--- src/rtl/assert_macros.svh ---
// assertion helpers
`ifndef ASSERT_MACROS_SVH
`define ASSERT_MACROS_SVH

`define ASSERT_IMPLIES(label, clk, rst_n, a, b) \
    label: assert property (@(posedge clk) disable iff (!rst_n) (a) |-> (b)) \
        else $error("assertion failed");

`define ASSERT_NEXT(label, clk, rst_n, a, b) \
    label: assert property (@(posedge clk) disable iff (!rst_n) (a) |=> (b)) \
        else $error("assertion failed");

`endif

--- src/rtl/lfs_pkg.sv ---
`default_nettype none
package lfs_pkg;
    localparam int IMAGE_ROWS = 128;
    localparam int IMAGE_COLS = 256;

    localparam logic [2:0] CFG_PROP  = 3'd0;
    localparam logic [2:0] CFG_DERIV = 3'd1;
    localparam logic [2:0] CFG_STEER = 3'd2;
    localparam logic [2:0] CFG_LEFT  = 3'd3;
    localparam logic [2:0] CFG_RIGHT = 3'd4;

    typedef struct packed {
        logic store_in;
        logic rd_near;
        logic rd_far;
        logic lat_near;
        logic lat_far;
        logic calc_err;
        logic calc_pd;
        logic calc_fir;
        logic calc_out;
        logic load_out;
    } lfs_cmd_t;
endpackage
`default_nettype wire

--- src/rtl/lfs_ctrl.sv ---
`default_nettype none
module lfs_ctrl
    import lfs_pkg::*;
(
    input  wire logic clk,
    input  wire logic rst_n,
    input  wire logic in_valid,
    input  wire logic in_action,
    input  wire logic out_stall,
    output logic      in_stall,
    output logic      out_valid,
    output lfs_cmd_t  cmd
);
    localparam logic [3:0] S_IDLE = 4'd0;
    localparam logic [3:0] S_RDN  = 4'd1;
    localparam logic [3:0] S_RDF  = 4'd2;
    localparam logic [3:0] S_LATN = 4'd3;
    localparam logic [3:0] S_LATF = 4'd4;
    localparam logic [3:0] S_ERR  = 4'd5;
    localparam logic [3:0] S_PD   = 4'd6;
    localparam logic [3:0] S_FIR  = 4'd7;
    localparam logic [3:0] S_OUT  = 4'd8;
    localparam logic [3:0] S_LOAD = 4'd9;

    logic [3:0] state_reg, state_next;
    logic       ov_reg, ov_next;
    logic       acc;

    assign in_stall  = (state_reg != S_IDLE);
    assign out_valid = ov_reg;
    assign acc       = in_valid && !in_stall;

    // read data is registered, so each row is latched in the state after its read; near is latched before far is read
    always_comb
    begin
        state_next = state_reg;
        ov_next    = ov_reg && out_stall;
        cmd        = '0;
        case (state_reg)
            S_IDLE:
            begin
                if (acc)
                begin
                    cmd.store_in = 1'b1;
                    if (in_action)
                    begin
                        state_next = S_RDN;
                    end
                end
            end
            S_RDN:
            begin
                cmd.rd_near = 1'b1;
                state_next  = S_LATN;
            end
            S_LATN:
            begin
                cmd.lat_near = 1'b1;
                state_next   = S_RDF;
            end
            S_RDF:
            begin
                cmd.rd_far = 1'b1;
                state_next = S_LATF;
            end
            S_LATF:
            begin
                cmd.lat_far = 1'b1;
                state_next  = S_ERR;
            end
            S_ERR:
            begin
                cmd.calc_err = 1'b1;
                state_next   = S_PD;
            end
            S_PD:
            begin
                cmd.calc_pd = 1'b1;
                state_next  = S_FIR;
            end
            S_FIR:
            begin
                cmd.calc_fir = 1'b1;
                state_next   = S_OUT;
            end
            S_OUT:
            begin
                cmd.calc_out = 1'b1;
                state_next   = S_LOAD;
            end
            S_LOAD:
            begin
                if (!ov_next)
                begin
                    cmd.load_out = 1'b1;
                    ov_next      = 1'b1;
                    state_next   = S_IDLE;
                end
            end
            default:
            begin
                state_next = S_IDLE;
            end
        endcase
    end

    always_ff @(posedge clk or negedge rst_n)
    begin
        if (!rst_n)
        begin
            state_reg <= S_IDLE;
            ov_reg    <= 1'b0;
        end
        else
        begin
            state_reg <= state_next;
            ov_reg    <= ov_next;
        end
    end

`include "assert_macros.svh"
    `ASSERT_NEXT(a_load_valid, clk, rst_n, cmd.load_out, out_valid)
    `ASSERT_IMPLIES(a_load_free, clk, rst_n, cmd.load_out, !(ov_reg && out_stall))
    `ASSERT_NEXT(a_hold, clk, rst_n, out_valid && out_stall, out_valid)
endmodule
`default_nettype wire

--- config.mk ---
export PLATFORM = sky130hd
export DESIGN_NAME = lfs_ctrl
export DESIGN_NICKNAME = d
export VERILOG_FILES = /design/src/rtl/lfs_pkg.sv /design/src/rtl/lfs_ctrl.sv
export VERILOG_INCLUDE_DIRS = /design/src /design/src/rtl
export SDC_FILE = /design/constraint.sdc
export NUM_CORES = 1
export LEC_CHECK = 0
export BUFFER_PORTS_ARGS = -buffer_cell sky130_fd_sc_hd__buf_2
export CAP_MARGIN = 15
export CELL_PAD_IN_SITES_DETAIL_PLACEMENT = 0
export CELL_PAD_IN_SITES_GLOBAL_PLACEMENT = 1
export CORE_AREA = 2 2 39 41
export CTS_CLUSTER_SIZE = 20
export DETAILED_ROUTE_END_ITERATION = 12
export DIE_AREA = 0 0 41 43
export GPL_ROUTABILITY_DRIVEN = 0
export GPL_TIMING_DRIVEN = 0
export PLACE_DENSITY_LB_ADDON = 0.1
export SYNTH_ARGS = -nofsm -noshare
export SYNTH_HDL_FRONTEND = slang
export SYNTH_SLANG_ARGS = --single-unit
--- constraint.sdc ---
create_clock -name clk -period 1.4 [get_ports clk]
set_input_delay 0.14 -clock clk [delete_from_list [all_inputs] [get_ports clk]]
set_output_delay 0.14 -clock clk [all_outputs]
set_load 0.03 [all_outputs]
# Word-level counts from Yosys, hierarchy flattened
# Cells that the tools add are included.
# op_classes
eq_ne	12
mux	17
n_reduce_logical	6
# ops
operator	n
$pmux 4 s10	1
$eq 4x3->1 const B	4
$mux 1	13
$mux 4	3
$eq 4x2->1 const B	2
$eq 4x4->1 const B	2
$ne 2x2->1 const B	3
$eq 4x1->1 const B	1
$logic_not 4->1	1
$reduce_bool 4->1	1
$reduce_and 3->1	1
$logic_and 1x1->1	2
$logic_not 1->1	1
# word_totals
register_bits	5
input_bits	5
output_inout_bits	12
elab_cells	37

# Depth between registers and ports, before layout
# depth
ltp_word	5
depth_mapped	4
mapped_depth_nobuf	3

# Least setup slack after synthesis
# OpenSTA, ideal clock, no wires.
# synth_path
path_kind	flip-flop to output port
from	register state_reg[1]
to	output cmd[0] (netlist name)
arrival_ns	1.410
required_time_ns	1.260
path_slack_ns	-0.150
path_stages_with_launch	4
path_cell_list	dfrtp_1 -> buf_2 -> nand2b_1 -> nor3b_1
# synth_rtl
item	line_no	source
start, declared	lfs_ctrl.sv:25	logic [3:0] state_reg, state_next;
start signal, assigned	lfs_ctrl.sv:116	state_reg <= state_next;
end, declared	lfs_ctrl.sv:12	output lfs_cmd_t cmd

==> run metrics <==
run status=finished clean; area after detailed placement=470 um^2; net switching share of the total power=0.473; clock sink count=5; relative max-transition margin=0.837; mean instance size in the synthesized netlist=8.63 um^2; vias after detailed routing=379; Final Power=1670 uW; leading register cell type out of synthesis=sky130_fd_sc_hd__dfrtp_1; data arrival time at the worst-slack endpoint=1.24 ns; Num CTS Buffers=3; synth cell count leaders=sky130_fd_sc_hd__nor2_1 (6), sky130_fd_sc_hd__dfrtp_1 (5), sky130_fd_sc_hd__nor3_1 (5); NetSw=790 uW; transition time at the pin with the least slew margin=0.243 ns; Post-Synthesis Net Count=45; category of the worst setup path capture point=output pin; cell area power density=2650 nW/um^2; Std-Cell Rows=14; cell internal pwr=879 uW; FILL cells=143; total setup violations reported at the end of the flow=0; first-pass iteration count of the detailed router=4; share of total power in sequential cells=0.139; leakage power summed over all cells=0.000307 uW; Chip Height=43 um; number of enable flip-flop cells after synthesis=0; Reg2Reg Capture Point=state_reg[0]; Initial Util=0.250; final number of max-transition violations=0; Fin Clk Skew=0.00146 ns; ratio of cells with drive above 1 in the final layout=0.672; CP cell instances=buf_6, nand2b_4, nor3_2, buf_4; worst hold path endpoint=out_valid; register area share after synthesis=0.362; number of H-tree branching levels=1; flip-flop and latch count after synthesis=5; maximum net fanout on the critical path=9; core region area=1380 um^2; library cells used by synthesis=19; worst setup path class=reg -> out; Final #Nets=73; final clock period utilization by the worst path=0.988; internal reg-to-reg setup slack=0.28 ns; wire length of the first global-routing pass=1.46 mm; number of maximum-capacitance constraint violations=0; number of cells traversed by the worst hold path=3; critical path's largest stage delay=0.38 ns; depth of the worst register-to-register path=4; number of standard cells after synthesis=40; initial antenna violation count=0; setup TNS after final layout=0 ns; smallest hold slack=0.192 ns; DIE AREA=1760 um^2; number of routed nets with antenna violations=0; Fmax achieved=723 MHz; biggest area contributors in the synthesized netlist=sky130_fd_sc_hd__dfrtp_1 (36%), sky130_fd_sc_hd__nand2b_4 (8.0%), sky130_fd_sc_hd__nor3_1 (7.2%); placed cells=72; pin count of the biggest net entering global routing=11; First DRT Iteration DRCs=7; worst reg2reg path startpoint=state_reg[1]; crit start category=flop; final hold violations=0; post-synth top area cell=sky130_fd_sc_hd__dfrtp_1; largest voltage drop on the vdd net=0.933 mV; Clk pwr share=0.099; Die Span X=41 um; start point of the worst hold path=out_stall; TritonCTS clock tree=built; DP HPWL=590 um; overall overflow remaining after global route=0; clk_lat worst skew=0.24 ns; number of warnings printed during yosys synthesis=0; remaining design rule violation count=0; number of buffers added on ports=16; Bufs on Longest Clock Path=2; max reg flops=4; cell at the root of the clock tree=sky130_fd_sc_hd__clkbuf_4; share of total power in combinational logic=0.762; I/O pin cnt=17; top-area cell type share of the netlist area=0.362; Post-Synthesis Cell Area=345 um^2; overall routing resource usage=0.122; routed wirelength normalized by instance count=11.5 um; most common cell in the synthesized netlist=sky130_fd_sc_hd__nor2_1; highest-delay cell along the critical path=sky130_fd_sc_hd__dfrtp_1; post-route design area=631 um^2; average via count per standard cell=4.57; final cell count without fillers=83; register clock-pin slew on the reported worst setup and hold paths=0.04 ns; path type of the worst min-delay path=in -> reg; Async SR Flop Fraction=1.00; unrepaired setup endpoints after global routing=yes; vias in the first global route=341; Area growth syn-to-layout=82.6%; Required @ worst endpoint=1.26 ns; aggregate routed wire length=952 um; Antenna Diode Count=0; final period demand of the worst path=1.38 ns
-- logic make-up after synthesis --
group / Yosys count / share of synthesized area
and+or+nand+nor: 22 / 0.355
AOI/OAI and AO/OA: 8 / 0.167
DFF: 5 / 0.362
buffers and inverters: 4 / 0.0906
xor gates and xnor gates: 1 / 0.0254
-- stage by stage --
stage | utilization | worst slack (ns)
3_5_place_dp | 0.340 | 0.125
3_3_place_gp | 0.340 | 0.121
5_1_grt | 0.456 | -0.0447
2_1_floorplan | - | 0.0182
4_1_cts | 0.390 | -0.0199
6_report | 0.456 | 0.0173
-- worst max-delay path, delay by kind of cell (launching register included) --
kind / cells / cell delay [ns]
and+or+nand+nor: 2 / 0.30
DFF: 1 / 0.38
buffers and inverters: 2 / 0.33
-- area by class of cell --
| class | instances | area (um^2) | area share |
|---|---|---|---|
| well taps | 16 | 20.0 | 0.0317 |
| multi-input cells | 31 | 246 | 0.391 |
| repair buffers | 23 | 168 | 0.266 |
| clock buffers | 4 | 26.3 | 0.0417 |
| plain buffers | 4 | 45.0 | 0.0714 |
| flip-flops and latches | 5 | 125 | 0.198 |
-- placed cells by master, fill, tap and decap left out --
master and instances:
sky130_fd_sc_hd__buf_6 6, sky130_fd_sc_hd__clkbuf_1 1, sky130_fd_sc_hd__buf_4 14, sky130_fd_sc_hd__nand2b_1 1, sky130_fd_sc_hd__nor3_1 1, sky130_fd_sc_hd__nor2_4 1, sky130_fd_sc_hd__a21o_2 1, sky130_fd_sc_hd__nor2_2 3
sky130_fd_sc_hd__nand2_2 1, sky130_fd_sc_hd__nor2_1 2, sky130_fd_sc_hd__o21ai_0 1, sky130_fd_sc_hd__nor3b_2 1, sky130_fd_sc_hd__nand2_1 3, sky130_fd_sc_hd__o21ai_2 1, sky130_fd_sc_hd__and3_1 1, sky130_fd_sc_hd__dlygate4sd3_1 1
sky130_fd_sc_hd__o31a_1 1, sky130_fd_sc_hd__nor3_2 4, sky130_fd_sc_hd__nand2b_4 4, sky130_fd_sc_hd__a211o_1 1, sky130_fd_sc_hd__a21oi_1 2, sky130_fd_sc_hd__a211oi_1 1, sky130_fd_sc_hd__buf_2 6, sky130_fd_sc_hd__clkbuf_4 3
sky130_fd_sc_hd__dfrtp_1 5, sky130_fd_sc_hd__xor2_1 1
-- metal layers --
layer | part of all wire | up-vias | global-route usage
met5 | 0 | - | 0
met4 | 0 | 0 | 0.0800
met3 | 0.062 | 0 | 0.0314
met2 | 0.45 | 15 | 0.163
met1 | 0.48 | 175 | 0.166
li1 | - | 189 | -
-- repair_timing --
action	CTS	global route
gates resized for setup	10	17
setup buffers	0	6
endpoints found under the setup margin	9	10
pin swaps	1	2
hold buffers	1	0
gates cloned	0	0
endpoints found under the hold margin	5	0
-- power groups by stage --
stage | clock [uW] | sequential (uW) | combinational (uW)
floorplan | 0 | 231 | 745
global placement | 0 | 223 | 960
detailed placement | 0 | 224 | 953
CTS | 174 | 229 | 1040
global route | 186 | 237 | 1360
finish | 165 | 232 | 1270
-- how the worst max path moves through the flow --
stage	start	endpoint	slack, ns	cells after the start
after detailed placement	state_reg[1]	cmd[0]	0.12	4
after global routing	state_reg[2]	cmd[0]	-0.04	4
after CTS	state_reg[1]	cmd[0]	-0.02	4
after global placement	state_reg[1]	cmd[0]	0.12	4
final	state_reg[3]	cmd[5]	0.02	4
after floorplan	state_reg[1]	cmd[6]	0.02	3
Note: power is estimated with default switching activity, not from simulation.
